[src/sv/tlik_pkg.sv]
// ----------------------------------------------------------------------------
// tlik_pkg
// Shared constants and types for the two-link leg inverse kinematics block.
// ----------------------------------------------------------------------------
package tlik_pkg;

    localparam int FRAC_BITS_DEF     = 13;
    localparam int CORDIC_STAGES_DEF = 16;
    localparam int ANG_BITS          = 30;
    localparam int TAB_LEN           = 24;
    localparam int ANG_W             = 36;
    localparam int VEC_W             = 40;
    localparam int SQ_W              = 64;
    localparam int OUT_W             = 18;
    localparam int IN_W              = 16;

    localparam logic signed [ANG_W-1:0] PI_Q30 = 36'sd3373259426;

    typedef logic signed [ANG_W-1:0] ang_t;
    typedef logic signed [VEC_W-1:0] vec_t;

    // one vectoring iteration worth of state
    typedef struct packed {
        vec_t x;
        vec_t y;
        ang_t z;
    } cordic_t;

    function automatic ang_t atan_q30(input logic [4:0] i);
        ang_t r;
        r = '0;
        unique case (i)
            5'd0:  r = 36'sd843314857;
            5'd1:  r = 36'sd497837829;
            5'd2:  r = 36'sd263043837;
            5'd3:  r = 36'sd133525159;
            5'd4:  r = 36'sd67021687;
            5'd5:  r = 36'sd33543516;
            5'd6:  r = 36'sd16775851;
            5'd7:  r = 36'sd8388437;
            5'd8:  r = 36'sd4194283;
            5'd9:  r = 36'sd2097149;
            5'd10: r = 36'sd1048576;
            5'd11: r = 36'sd524288;
            5'd12: r = 36'sd262144;
            5'd13: r = 36'sd131072;
            5'd14: r = 36'sd65536;
            5'd15: r = 36'sd32768;
            5'd16: r = 36'sd16384;
            5'd17: r = 36'sd8192;
            5'd18: r = 36'sd4096;
            5'd19: r = 36'sd2048;
            5'd20: r = 36'sd1024;
            5'd21: r = 36'sd512;
            5'd22: r = 36'sd256;
            5'd23: r = 36'sd128;
            default: r = '0;
        endcase
        return r;
    endfunction

endpackage

[src/sv/tlik_cordic_cell.sv]
// ----------------------------------------------------------------------------
// tlik_cordic_cell
// One registered CORDIC vectoring micro-rotation with a fixed shift.
// ----------------------------------------------------------------------------
module tlik_cordic_cell #(
    parameter int SHIFT = 0
) (
    input  logic              aclk,
    input  logic              en,
    input  tlik_pkg::cordic_t d_in,
    output tlik_pkg::cordic_t d_out
);
    import tlik_pkg::*;

    cordic_t q_reg, q_next;
    vec_t    dx, dy;

    always_comb begin
        dx = d_in.x >>> SHIFT;
        dy = d_in.y >>> SHIFT;
        if (d_in.y > 0) begin
            q_next.x = d_in.x + dy;
            q_next.y = d_in.y - dx;
            q_next.z = d_in.z + atan_q30(5'(SHIFT));
        end else begin
            q_next.x = d_in.x - dy;
            q_next.y = d_in.y + dx;
            q_next.z = d_in.z - atan_q30(5'(SHIFT));
        end
    end

    always_ff @(posedge aclk) begin
        if (en) begin
            q_reg <= q_next;
        end
    end

    assign d_out = q_reg;
endmodule

[config.mk]
export PLATFORM = sky130hd
export DESIGN_NAME = tlik_cordic_cell
export DESIGN_NICKNAME = d
export VERILOG_FILES = /design/src/sv/tlik_pkg.sv /design/src/sv/tlik_cordic_cell.sv
export SDC_FILE = /design/constraint.sdc
export NUM_CORES = 1
export LEC_CHECK = 0
export ABC_AREA = 1
export BUFFER_PORTS_ARGS = -buffer_cell sky130_fd_sc_hd__buf_2
export CORE_UTILIZATION = 40
export DETAILED_ROUTE_END_ITERATION = 6
export PLACE_DENSITY_LB_ADDON = 0.3
export SETUP_SLACK_MARGIN = 0.05
export SKIP_CTS_REPAIR_TIMING = 1
export SYNTH_ARGS = -nofsm -noshare
export SYNTH_HDL_FRONTEND = slang
export SYNTH_SLANG_ARGS = --single-unit
[constraint.sdc]
create_clock -name aclk -period 2.87 [get_ports aclk]
set_input_delay 0.1435 -clock aclk [delete_from_list [all_inputs] [get_ports aclk]]
set_output_delay 0.1435 -clock aclk [all_outputs]
set_load 0.02 [all_outputs]
# Word-level counts from Yosys, hierarchy flattened
# Index checks and enable logic that the tools add are counted.
# totals
ff_bits	116
out_inout_bits	116
# classes
order_cmp	1
n_addsub	5
muxes	1
# ops
cell	count
116-bit two-way mux	1
40-bit subtractor	2
40-bit adder	1
40-bit by 1-bit greater-than comparator with 1-bit output, second input constant	1
36-bit by 31-bit adder with 36-bit output, second input constant	1
36-bit by 31-bit subtractor with 36-bit output, second input constant	1

# Depth between registers and ports, before layout
# depth
depth_word	2
mapped_depth	23

# Least setup slack after synthesis
# OpenSTA, ideal clock, no wires.
# synth_timing
kind	input -> register
startpoint	in d_in[47] (netlist name)
endpoint	reg q_reg, in the netlist d_out[23] (data pin)
path_slack_ns	0.072
required_time_ns	2.618
t_arrival_ns	2.545
cell_stages	19
path_buffers	3
setup_time_ns	0.252
path_cell_list	nor4_1 -> nand2_1 -> nor2_1 -> nand2_1 -> nand2_1 -> buf_2 -> buf_2 -> ha_1 -> buf_2 -> nand3_1 -> nand3_1 -> a21boi_1 -> o21ai_1 -> nand3_1 -> nand2_1 -> nand2_1 -> nand2_1 -> nand2_1 -> nand2_1
# synth_rtl
element	line_no	source
from (decl)	tlik_cordic_cell.sv:10	input tlik_pkg::cordic_t d_in,
to (signal assigned)	tlik_cordic_cell.sv:34	q_reg <= q_next;
to (decl)	tlik_cordic_cell.sv:15	cordic_t q_reg, q_next;

==> results.txt <==
GRT overflow = 0
Die extent in y = 194 um
MaxCap Viol Count = 0
I/O Buffers = 233
RSZ-0062 raised after global routing = yes
Hold crit path type = in -> reg
Final Hold Viols = 0
Max reg flops = 115
Leakage = 9.74 nW
Slowest-stage cell, CP = ha_1
M1 GR Usage = 39.1%
Worst slew pin tran = 0.927 ns
Vias in the first global route = 16,960
Die width = 194 um
Critical Path End Type = flop
Fin crit share = 94.4%
Slowest stage delay, CP = 0.37 ns
DRC = 1
Ys flop type = edfxtp_1
Layout Utilization = 50.9%
Num Clock Sinks = 115
Register bit count reported by yosys = 115
Initial antenna violation count = 1
Synth area leaders = edfxtp_1, nand2_1, ha_1, inv_1, nand3_1
Grt peak-use layer = met2
Fill cells = 3,818
Maximum vdd drop = 0.436 mV
WL final = 59,000 um
Max Freq = 0.369 GHz
Cell Area, Synth = 0.0148 mm2
CP Class = in -> reg
Cells after synthesis = 2,361
Data arrival, critical path = 2.91 ns
Status = finished, violations left
First-pass GRT wire length = 90,700 um
Most frequent cells in the layout = nand2_1, inv_1, nor2_1, buf_2, buf_4
Clock slew at reported path FFs = 0.06 ns
Layout area overhead = 25.5%
TritonCTS Buffers = 17
Routed wire length per instance = 18.1 um
TritonCTS clock tree = built
Total Power = 8.15 mW
DRT Pass-1 Iters = 7
Starting density of the core = 40.5%
Core Area = 0.0364 mm2
Largest net degree at the start of global routing = 81
Vias post-DR = 17,161
Required @ worst endpoint = 3.07 ns
H-tree depth = 4
Root buf cell = clkbuf_16
Synth Warn # = 0
CP delay by family, top = simple AND/OR/NAND/NOR gates
Failing checks = DRC
Crit path buf inv count = 4
GR Layer Usage met3 = 3.30%
# nets final = 3,054
HPWL after detailed placement = 50,100 um
Final slew viol count = 0
Area share of the largest cell type after synthesis = 23.4%
Kind of start point of the critical path = primary input
Clock tree buffer depth = 2
Pwr dens = 440 mW/mm2
Met2 Usage GRT = 53.3%
Post-synthesis cell type count = 43
CP Max Fanout = 13
Layout cell share with drive strength beyond 1 = 18.9%
CP cell instances = buf_2 -> nor3_4 -> nand4_1 -> nor3_2 -> buf_4 -> nand2_2 -> nand2_4 -> inv_2 -> ha_1 -> a21o_1 -> o21bai_1 -> a21oi_1 -> buf_4 -> o21bai_1 -> nand3_1 -> nand3_1 -> nand2_1
Final Setup Violations = 0
GP Congestion = 0.973
ANT cells = 0
Row count = 70
Syn_nets = 2,634
Area leader, netlist = edfxtp_1
Final min period = 2.71 ns
Syn Area/Cell = 6.26 um2
Asr flop ratio synth = 0%
Routed vias/inst = 5.26
Most common cell after layout, fill and taps aside = nand2_1
Sequential fraction of the synthesis area = 23.4%
IO Pins = 234
Rel. slew slack = 38.2%
EDFF count, synth = 115
Die ar. = 0.0377 mm2
Initial DRC count = 1,272
DRT antenna net count = 0
GRT Util Overall = 31.2%
power breakdown:
group	switching (mW)	total, mW	internal [mW]	leakage (nW)
combinational	2.39	3.66	1.27	8.35
sequential	0.0832	2.27	2.19	1.12
clock	0.877	2.22	1.34	0.271
total	3.35	8.15	4.80	9.74
final timing paths:
path                     start         to  slack, ns  cells past startpoint
worst min-delay path   d_in[0]   d_out[0]       0.03                      2
worst max-delay path  d_in[74]  d_out[28]       0.16                     17
per-layer routing:
layer  share of wire [%]  up-vias
met2                  46      638
met3                 5.7      124
li1                    -     8478
met4                 4.7        0
met1                  43     7921
met5                   0        -
synth_stat cells, types with 4 or more instances:
cell type	count
edfxtp_1	115
a31oi_1	6
nor3_1	24
or2_2	4
a21oi_1	188
a21o_1	9
nand3_1	204
o21bai_1	20
o21ai_0	136
fa_1	4
o21ai_1	11
nand4_1	19
nor2_2	16
buf_2	21
xor2_1	55
nand2_1	713
clkbuf_1	4
nor2_1	239
nand2_2	4
inv_1	349
buf_4	29
ha_1	151
nand3b_1	9
metrics by stage:
step / setup TNS [ns] / cells / hold WS, ns / worst slack, ns / area, um2
after CTS: -0.345 / 3259 / -0.00147 / -0.195 / 18400
after detailed placement: -9.25 / 3229 / 0.471 / -0.664 / 17900
after floorplan: 0 / 2361 / 0.256 / 0.0724 / 14800
after global routing: 0 / 3260 / 0.0344 / 0.0317 / 18500
final: 0 / 3260 / 0.0302 / 0.160 / 18500
after global placement: -6.80 / 3229 / 0.472 / -0.603 / 17900
logic make-up after synthesis:
| group | after synthesis | share of synthesized area, % |
|---|---|---|
| compound gates | 386 | 13.9 |
| simple gates | 1240 | 34.6 |
| xor+xnor | 58 | 3.44 |
| buf+inv | 406 | 11.2 |
| fa+ha+maj | 155 | 13.3 |
| mux | 1 | 0.0678 |
| flops | 115 | 23.4 |
final cells by class:
class | count | area (um2) | share of cell area [%]
repair buffers | 455 | 2860 | 15.4
multi-input cells | 1840 | 9740 | 52.6
clock buffers | 19 | 433 | 2.34
well taps | 468 | 586 | 3.16
flip-flops and latches | 115 | 3450 | 18.6
inverters | 352 | 1320 | 7.13
clock inverters | 11 | 139 | 0.749
No activity file was read; power rests on OpenSTA's default activity.
