## config.mk

```make
export PLATFORM = sky130hd
export DESIGN_NAME = tlik_isqrt_cell
export DESIGN_NICKNAME = d
export VERILOG_FILES = /design/src/sv/tlik_pkg.sv /design/src/sv/tlik_isqrt_cell.sv
export SDC_FILE = /design/constraint.sdc
export NUM_CORES = 1
export LEC_CHECK = 0
export ABC_CLOCK_PERIOD_IN_PS = 10000
export BUFFER_PORTS_ARGS = -buffer_cell sky130_fd_sc_hd__buf_2
export CAP_MARGIN = 5
export CORE_ASPECT_RATIO = 0.7
export CORE_MARGIN = 2
export CORE_UTILIZATION = 45
export CTS_CLUSTER_DIAMETER = 200
export DETAILED_ROUTE_END_ITERATION = 10
export PLACE_DENSITY = 0.77
export SLEW_MARGIN = 20
export SYNTH_ARGS = -nofsm -noshare
export SYNTH_HDL_FRONTEND = slang
export SYNTH_SLANG_ARGS = --single-unit
```

## constraint.sdc

```tcl
create_clock -name aclk -period 10 [get_ports aclk]
set_clock_uncertainty 0.05 [all_clocks]
set_input_delay 0 -clock aclk [delete_from_list [all_inputs] [get_ports aclk]]
set_output_delay 0 -clock aclk [all_outputs]
set_load 0.01 [all_outputs]
```

## src/sv/tlik_pkg.sv

```systemverilog
// ----------------------------------------------------------------------------
// tlik_pkg
// Shared constants and types for the two-link leg inverse kinematics block.
// ----------------------------------------------------------------------------
package tlik_pkg;

    localparam int FRAC_BITS_DEF     = 13;
    localparam int CORDIC_STAGES_DEF = 16;
    localparam int ANG_BITS          = 30;
    localparam int TAB_LEN           = 24;
    localparam int ANG_W             = 36;
    localparam int VEC_W             = 40;
    localparam int SQ_W              = 64;
    localparam int OUT_W             = 18;
    localparam int IN_W              = 16;

    localparam logic signed [ANG_W-1:0] PI_Q30 = 36'sd3373259426;

    typedef logic signed [ANG_W-1:0] ang_t;
    typedef logic signed [VEC_W-1:0] vec_t;

    // one vectoring iteration worth of state
    typedef struct packed {
        vec_t x;
        vec_t y;
        ang_t z;
    } cordic_t;

    function automatic ang_t atan_q30(input logic [4:0] i);
        ang_t r;
        r = '0;
        unique case (i)
            5'd0:  r = 36'sd843314857;
            5'd1:  r = 36'sd497837829;
            5'd2:  r = 36'sd263043837;
            5'd3:  r = 36'sd133525159;
            5'd4:  r = 36'sd67021687;
            5'd5:  r = 36'sd33543516;
            5'd6:  r = 36'sd16775851;
            5'd7:  r = 36'sd8388437;
            5'd8:  r = 36'sd4194283;
            5'd9:  r = 36'sd2097149;
            5'd10: r = 36'sd1048576;
            5'd11: r = 36'sd524288;
            5'd12: r = 36'sd262144;
            5'd13: r = 36'sd131072;
            5'd14: r = 36'sd65536;
            5'd15: r = 36'sd32768;
            5'd16: r = 36'sd16384;
            5'd17: r = 36'sd8192;
            5'd18: r = 36'sd4096;
            5'd19: r = 36'sd2048;
            5'd20: r = 36'sd1024;
            5'd21: r = 36'sd512;
            5'd22: r = 36'sd256;
            5'd23: r = 36'sd128;
            default: r = '0;
        endcase
        return r;
    endfunction

endpackage

```

## src/sv/tlik_isqrt_cell.sv

```systemverilog
// ----------------------------------------------------------------------------
// tlik_isqrt_cell
// Two registered restoring square root digit steps for both roots.
// ----------------------------------------------------------------------------
module tlik_isqrt_cell #(
    parameter int STEP = 0
) (
    input  logic                     aclk,
    input  logic                     en,
    input  logic [tlik_pkg::SQ_W-1:0] v_in [2],
    input  logic [tlik_pkg::SQ_W-1:0] r_in [2],
    output logic [tlik_pkg::SQ_W-1:0] v_out [2],
    output logic [tlik_pkg::SQ_W-1:0] r_out [2]
);
    import tlik_pkg::*;

    localparam int B0 = 62 - 4 * STEP;
    localparam int B1 = B0 - 2;

    logic [SQ_W-1:0] v_reg [2];
    logic [SQ_W-1:0] r_reg [2];
    logic [SQ_W-1:0] v_next [2];
    logic [SQ_W-1:0] r_next [2];
    logic [SQ_W-1:0] vm [2];
    logic [SQ_W-1:0] rm [2];

    // bit-pair steps in the classic form, starting the bit at 1 << 62
    always_comb begin
        for (int k = 0; k < 2; k++) begin
            if (v_in[k] >= r_in[k] + (SQ_W'(1) << B0)) begin
                vm[k] = v_in[k] - (r_in[k] + (SQ_W'(1) << B0));
                rm[k] = (r_in[k] >> 1) + (SQ_W'(1) << B0);
            end else begin
                vm[k] = v_in[k];
                rm[k] = r_in[k] >> 1;
            end
            if (vm[k] >= rm[k] + (SQ_W'(1) << B1)) begin
                v_next[k] = vm[k] - (rm[k] + (SQ_W'(1) << B1));
                r_next[k] = (rm[k] >> 1) + (SQ_W'(1) << B1);
            end else begin
                v_next[k] = vm[k];
                r_next[k] = rm[k] >> 1;
            end
        end
    end

    always_ff @(posedge aclk) begin
        if (en) begin
            v_reg <= v_next;
            r_reg <= r_next;
        end
    end

    assign v_out = v_reg;
    assign r_out = r_reg;
endmodule

```

# Yosys cells after proc, flatten, opt, wreduce, memory -nomap -nowiden

Cells that the tools add are included.

Register bits after elaboration: 256
Bits of input ports: 258
Logic and storage cells: 30

Add/sub/neg operators: 12
Magnitude comparators: 4
Mux-type cells: 8

Operators with widths:

| cell                                            | count |
|---|---|
| two-way mux 64 bit                              | 6 |
| >= comparator 64 bit                            | 4 |
| subtractor 64 bit                               | 4 |
| adder 63 x 61 -> 64 bit (second input constant) | 2 |
| adder 63 x 63 -> 64 bit (second input constant) | 2 |
| adder 64 x 61 -> 64 bit (second input constant) | 2 |
| adder 64 x 63 -> 64 bit (second input constant) | 2 |
| two-way mux 63 bit                              | 2 |

# Logic depth before layout (Yosys ltp)

Gate-level depths: netlist of run 1.

Depth in word-level cells: 6
Depth in mapped cells: 35
Mapped depth without buffers: 30

# Worst setup path after synthesis of run 1

No wires, ideal clock.

Kind: input-to-reg
From: in r_in[75] (netlist name)
To: reg v_reg, in the netlist v_out[103], data pin
Data arrival time: 5.832 ns
Slack: 3.858 ns
Stages: 31
Buffers on the path: 5
Cell sequence: inv_1 > ha_1 > a21oi_1 > o22ai_1 > a311o_1 > or3b_1 > o21ai_1 > a21bo_2 > a21oi_1 > nor3_1 > o31a_1 > buf_2 > buf_4 > buf_2 > nor2_1 > a21oi_1 > ha_1 > inv_1 > fa_1 > a21o_1 > a311o_1 > a21oi_2 > nor4b_2 > o311ai_1 > a211oi_2 > nor2_1 > a2111oi_0 > o22ai_1 > buf_2 > buf_4 > mux2_2

RTL lines:

| what                 | line                  | RTL |
|---|---|---|
| start, declared      | tlik_isqrt_cell.sv:11 | `input logic [tlik_pkg::SQ_W-1:0] r_in [2],` |
| end signal, assigned | tlik_isqrt_cell.sv:49 | `v_reg <= v_next;` |
| end, declared        | tlik_isqrt_cell.sv:20 | `logic [SQ_W-1:0] v_reg [2];` |

==> metrics, run 1 <==
crit path max fanout 47; CP bufs+invs 6; TNS Setup 0 ns; hold path depth 4; post-synthesis sequential area ratio 29.23%; root buffer cell clkbuf_16; DRC Markers 0; Avg Cell Area, Syn about 8.6 um2; status complete, no violations; placed cell count 4188; VDD IR max between 0.1 and 0.15 mV; Die Span Y 206.2 um; IO Count 514; Reg clk slew, reported paths 0.08 ns; Register Area 0.007687 mm2; Main synth FF type edfxtp_1; IO buf count 513; row count 74; most used cell, CP a21oi_1; final hold violation count 0; Initial DRC Count around 3400; Post-CTS Resized 0; GP Congestion around 1.0; via count 27200; number of global-route vias before repair 25030; worst-margin pin slew 1.012 ns; Post-synth EDFFs about 260; normalized max-slew margin 31.83%; Routed Antenna Nets 0; Required @ worst endpoint 10.43 ns; post-route insts no fill roughly 4500; hpwl dp approximately 77 mm; Crit path max-delay family compound AO/OA/AOI/OAI gates; DP Area ~0.03 mm2; Multi-input gate area 0.01732 mm2; die width 292.9 um; crit path time final 8.211 ns; setup bufs post-CTS 0; CTS H-tree lvls 1; drt total wl about 99 mm; Yosys reg bits 256; # fillers 5003; Hold Startpoint v_in[98]; Worst Setup End Kind flip-flop; largest net degree at the start of global routing between 70 and 80; core area 0.05805 mm2; clk sinks 256; RSZ-0062 raised after global routing false; Yosys cell types 90; Post-Syn Area 0.02630 mm2; nets 4241; number of vias per cell 6.036; design area around 0.033 mm2; synthesized net count 3568; Remaining Overflow, GRT 0; layout cells sized above 1 20.19%; P_leak roughly 15 nW; fmax 121.8 MHz; Hold Crit Class primary input to flip-flop; total CTS buffers 30; Layout area overhead 25.40%; Worst path slowest cell o31a_2; Synth async-reset ratio 0%; CTS tree done; clock tree buffer depth 3; post-route clock period utilization between 80% and 90%; CP max stage delay 0.72 ns; critical path type primary input to flip-flop; initial antenna violation count 9; Cells after Synth slightly above 3000; WL/cell about 22 um; MaxCap Viol Count 0; Worst EP arrival 8.64 ns; die area 0.06041 mm2; type of origin of the critical path primary input; first-pass GRT wire length 146.5 mm; Synth Warn # 0; Worst Hold Endpoint v_out[98]$_DFFE_PP_; initial core utilization 45.30%; final setup vio count 0; TritonRoute pass-1 iters 7; Pins Over Slew Limit 0; pwr dens 186.3 mW/mm2; global router's overall resource usage ~31%
## Yosys cell counts, types with 36 or more instances
cell | count | area share (%)
nand2_1 | 301 | 4.3
nor2_1 | 162 | 2.3
o21ai_0 | 218 | 4.1
inv_1 | 195 | 2.8
xnor2_1 | 159 | 5.3
mux2_2 | 119 | 5.1
o21bai_1 | 50 | 1.4
o21ai_1 | 36 | 0.69
nand3_1 | 53 | 1.0
edfxtp_1 | 256 | 29
clkbuf_1 | 95 | 1.4
a21o_1 | 157 | 4.5
a31oi_1 | 36 | 0.86
xor2_1 | 87 | 2.9
a21oi_1 | 307 | 5.8
ha_1 | 262 | 12
nand4_1 | 73 | 1.7
## report_power, final
part / internal [mW] / leakage, nW / switching (mW) / total [mW]
combinational: 1.34 / 11.7 / 2.01 / 3.36
clock: 0.650 / 0.477 / 0.522 / 1.17
sequential: 1.53 / 2.50 / 0.0858 / 1.62
total: 3.52 / 14.7 / 2.62 / 6.14
## flip-flops by register name, summed over array words and instances (netlist names)
name,count
r_out,128
v_out,128
## worst max-delay path by stage
| stage | from | to | slack (ns) | cells past startpoint |
|---|---|---|---|---|
| 2_1_floorplan | r_in[75] | v_out[103]$_DFFE_PP_ | 3.86 | 31 |
| 3_3_place_gp | v_in[0] | v_out[44]$_DFFE_PP_ | 2.22 | 29 |
| 3_5_place_dp | v_in[0] | v_out[34]$_DFFE_PP_ | 2.05 | 29 |
| 4_1_cts | v_in[0] | v_out[34]$_DFFE_PP_ | 2.07 | 30 |
| 5_1_grt | r_in[75] | v_out[64]$_DFFE_PP_ | 1.35 | 31 |
| 6_report | r_in[75] | v_out[64]$_DFFE_PP_ | 1.79 | 26 |
## area by class of cell
class,count,share of cell area (%)
Multi-Input combinational cell,2450,52.52
Sequential cell,256,23.31
Timing Repair Buffer,781,15.93
Tap cell,760,2.884
Clock buffer,35,2.398
Inverter,196,2.231
Clock inverter,21,0.6602
Antenna cell,8,0.06071
## per-layer routing
metal | wire, um | global-route usage, % | up-vias
li1 | - | - | 12590
met2 | 39840 | 43.45 | 1669
met5 | 0 | 0 | -
met1 | 43150 | 44.65 | 12720
met4 | 4201 | 12.00 | 0
met3 | 11890 | 9.119 | 223
## metrics by stage
stage,utilization (%),total power [mW],hold WS [ns],worst slack (ns)
after global placement,50.62,4.752,0.1414,2.224
final,56.80,6.143,0.04512,1.789
after CTS,56.76,6.033,0.01980,2.073
after detailed placement,50.62,4.764,0.1424,2.046
after global routing,56.79,6.453,0.06628,1.350
after floorplan,-,3.772,0.04887,3.858
## kinds of logic after synthesis
group | share of synthesized area, %
AO/OA/AOI/OAI | 24.94
XOR/XNOR | 8.194
adder cells (fa/ha/maj) | 12.92
buffers and inverters | 5.048
flip-flops | 29.23
multiplexers | 5.401
AND/OR/NAND/NOR | 14.26
## what timing repair did
action / in CTS / in global routing
setup endpoints to repair: 0 / 0
hold buffers: 255 / 0
endpoints found under the hold margin: 315 / 0
## placed cells by master (no fill, tap or decap), types with 32 or more instances in the layout
| cell | count |
|---|---|
| o21ai_0 | 218 |
| buf_2 | 512 |
| o21a_1 | 32 |
| edfxtp_1 | 256 |
| a21o_1 | 157 |
| xnor2_1 | 159 |
| xor2_1 | 87 |
| o21bai_1 | 50 |
| nor2b_1 | 35 |
| nand4_1 | 73 |
| a21oi_1 | 307 |
| dlygate4sd3_1 | 255 |
| nor2_1 | 162 |
| ha_1 | 262 |
| inv_1 | 195 |
| nand2_1 | 300 |
| nand3_1 | 53 |
| and3_1 | 35 |
| a31oi_1 | 36 |
| mux2_2 | 119 |
| o21ai_1 | 36 |
Note: power is estimated with default switching activity, not from simulation.
==> inputs of run 2 (changes only) <==
--- a/config.mk
+++ b/config.mk
@@ -5,7 +5,7 @@
 export SDC_FILE = /design/constraint.sdc
 export NUM_CORES = 1
 export LEC_CHECK = 0
-export ABC_CLOCK_PERIOD_IN_PS = 10000
+export ABC_CLOCK_PERIOD_IN_PS = 7400
 export BUFFER_PORTS_ARGS = -buffer_cell sky130_fd_sc_hd__buf_2
 export CAP_MARGIN = 5
 export CORE_ASPECT_RATIO = 0.7
@@ -13,7 +13,7 @@
 export CORE_UTILIZATION = 45
 export CTS_CLUSTER_DIAMETER = 200
 export DETAILED_ROUTE_END_ITERATION = 10
-export PLACE_DENSITY = 0.77
+export PLACE_DENSITY = 0.8
 export SLEW_MARGIN = 20
 export SYNTH_ARGS = -nofsm -noshare
 export SYNTH_HDL_FRONTEND = slang
==> constraint.sdc (replaced) <==
create_clock -name aclk -period 7.4 [get_ports aclk]
set_clock_uncertainty 0.05 [all_clocks]
set_input_delay 0 -clock aclk [delete_from_list [all_inputs] [get_ports aclk]]
set_output_delay 0 -clock aclk [all_outputs]
set_load 0.01 [all_outputs]
==> metrics, run 2 (synthesis gave the netlist of run 1 again) <==
IO Count 514 (unchanged); TNS Setup 0 ns (unchanged); die width 292.9 um (unchanged); CTS H-tree lvls 1 (unchanged); hold path depth 4 (unchanged); pwr dens 247.7 mW/mm2 (was 186.3 mW/mm2); drt total wl 100.9 mm (was 99.08 mm); DRC Markers 0 (unchanged); hpwl dp 76.82 mm (was 76.78 mm); Routed Antenna Nets 0 (unchanged); Worst EP arrival 7.46 ns (was 8.64 ns); crit path time final 7.159 ns; VDD IR max 0.2064 mV (was 0.1497 mV); number of global-route vias before repair 25780 (was 25030); Die Span Y 206.2 um (unchanged); CTS tree done (unchanged); clock tree buffer depth 3 (unchanged); final hold violation count 0 (unchanged); TritonRoute pass-1 iters 6 (was 7); Remaining Overflow, GRT 0 (unchanged); initial antenna violation count 10 (was 9); final setup vio count 0 (unchanged); most common cell after layout, fill and taps aside buf_2 (unchanged); Required @ worst endpoint 7.70 ns (was 10.43 ns); worst-margin pin slew 1.097 ns (was 1.012 ns); CP max stage delay 0.53 ns (was 0.72 ns); status complete, no violations (unchanged); crit path max fanout 22 (was 47); normalized max-slew margin 26.88% (was 31.83%); IO buf count 513 (unchanged); fmax roughly 140 MHz; clk sinks 256 (unchanged); die area 0.06041 mm2 (unchanged); nets 4334 (was 4241); layout cells sized above 1 22.30% (was 20.19%); core area 0.05805 mm2 (unchanged); row count 74 (unchanged); root buffer cell clkbuf_16 (unchanged); Worst path slowest cell dlygate4sd3_1 (was o31a_2); largest net degree at the start of global routing 165 (was 73); post-route clock period utilization a little over nine tenths; Layout area overhead 28.17% (was 25.40%); initial core utilization 45.30% (unchanged); via count 28030 (was 27200); pre-CTS WS -0.3229 ns (was 2.046 ns); Reg clk slew, reported paths 0.06 ns (was 0.08 ns); Initial DRC Count 3452 (was 3358); commonest cells after routing, fill and taps aside buf_2, a21oi_1, nand2_1 (unchanged); CP bufs+invs 5 (was 6); Pins Over Slew Limit 0 (unchanged); Worst Setup End Kind flip-flop (unchanged); total CTS buffers 29 (was 30); P_leak 15.17 nW (was 14.73 nW); WL/cell 21.92 um (was 21.98 um); global router's overall resource usage 31.48% (was 31.09%); WP depth 28 (was 26); type of origin of the critical path primary input (unchanged); MaxCap Viol Count 0 (unchanged); number of vias per cell 6.093 (was 6.036); post-route worst setup slack 0.2406 ns (was 1.789 ns); GP Congestion 1.006 (was 1.047); Hold Crit Class primary input to flip-flop (unchanged); critical path type primary input to flip-flop (unchanged); Crit path max-delay family compound AO/OA/AOI/OAI gates (unchanged); first-pass GRT wire length 149.0 mm (was 146.5 mm)
## run 2: final timing paths
path      from                   end  slack (ns)
max   v_in[92]  v_out[125]$_DFFE_PP_        0.24
min   v_in[55]   v_out[55]$_DFFE_PP_        0.05
## run 2: final cells by class
type,count,area (um2)
clock inverter,20,166.4
sequential,256,7687
timing repair buffer,875,6003
tap,760,950.9
antenna,11,27.53
multi-input combinational,2450,17390
clock buffer,33,740.7
inverter,196,735.7
fill,4955,24350
## run 2: metrics by stage
| stage | cells | util (%) | power (mW) | hold slack (ns) | area [um2] |
|---|---|---|---|---|---|
| after floorplan | 3042 | - | 5.097 | 0.04887 | 26300 |
| after global placement | 4279 | 51.86 | 6.548 | 0.1418 | 30110 |
| after detailed placement | 4279 | 51.86 | 6.575 | 0.1440 | 30110 |
| after CTS | 4586 | 57.81 | 8.147 | 0.008048 | 33560 |
| after global routing | 4598 | 58.04 | 8.755 | 0.07515 | 33700 |
| final | 4601 | 58.06 | 8.350 | 0.04797 | 33700 |
## run 2: report_power, final
| group | switching [mW] | leakage [nW] | internal [mW] |
|---|---|---|---|
| Sequential | 0.130 | 2.50 | 2.07 |
| Combinational | 2.75 | 12.2 | 1.96 |
| Clock | 0.679 | 0.434 | 0.762 |
## run 2: what timing repair did
action / 4_1_cts / 5_1_grt
endpoints found under the hold margin: 346 / 0
endpoints found under the setup margin: 0 / 132
hold buffers: 254 / 0
buffers inserted: 0 / 3
gates resized for setup: 0 / 14
## run 2: routing by layer
layer	up-vias	routed length, um	track usage, %
li1	12800	-	-
met1	13130	43400	45.67
met2	1812	40570	44.44
met3	284	12020	7.205
met4	4	4821	13.48
met5	-	26	0
## run 2: worst min-delay path: cells and delay by family
family,cells,cell delay (ns)
buf+inv,1,0.15
compound gates,2,0.33
simple gates,1,0.08
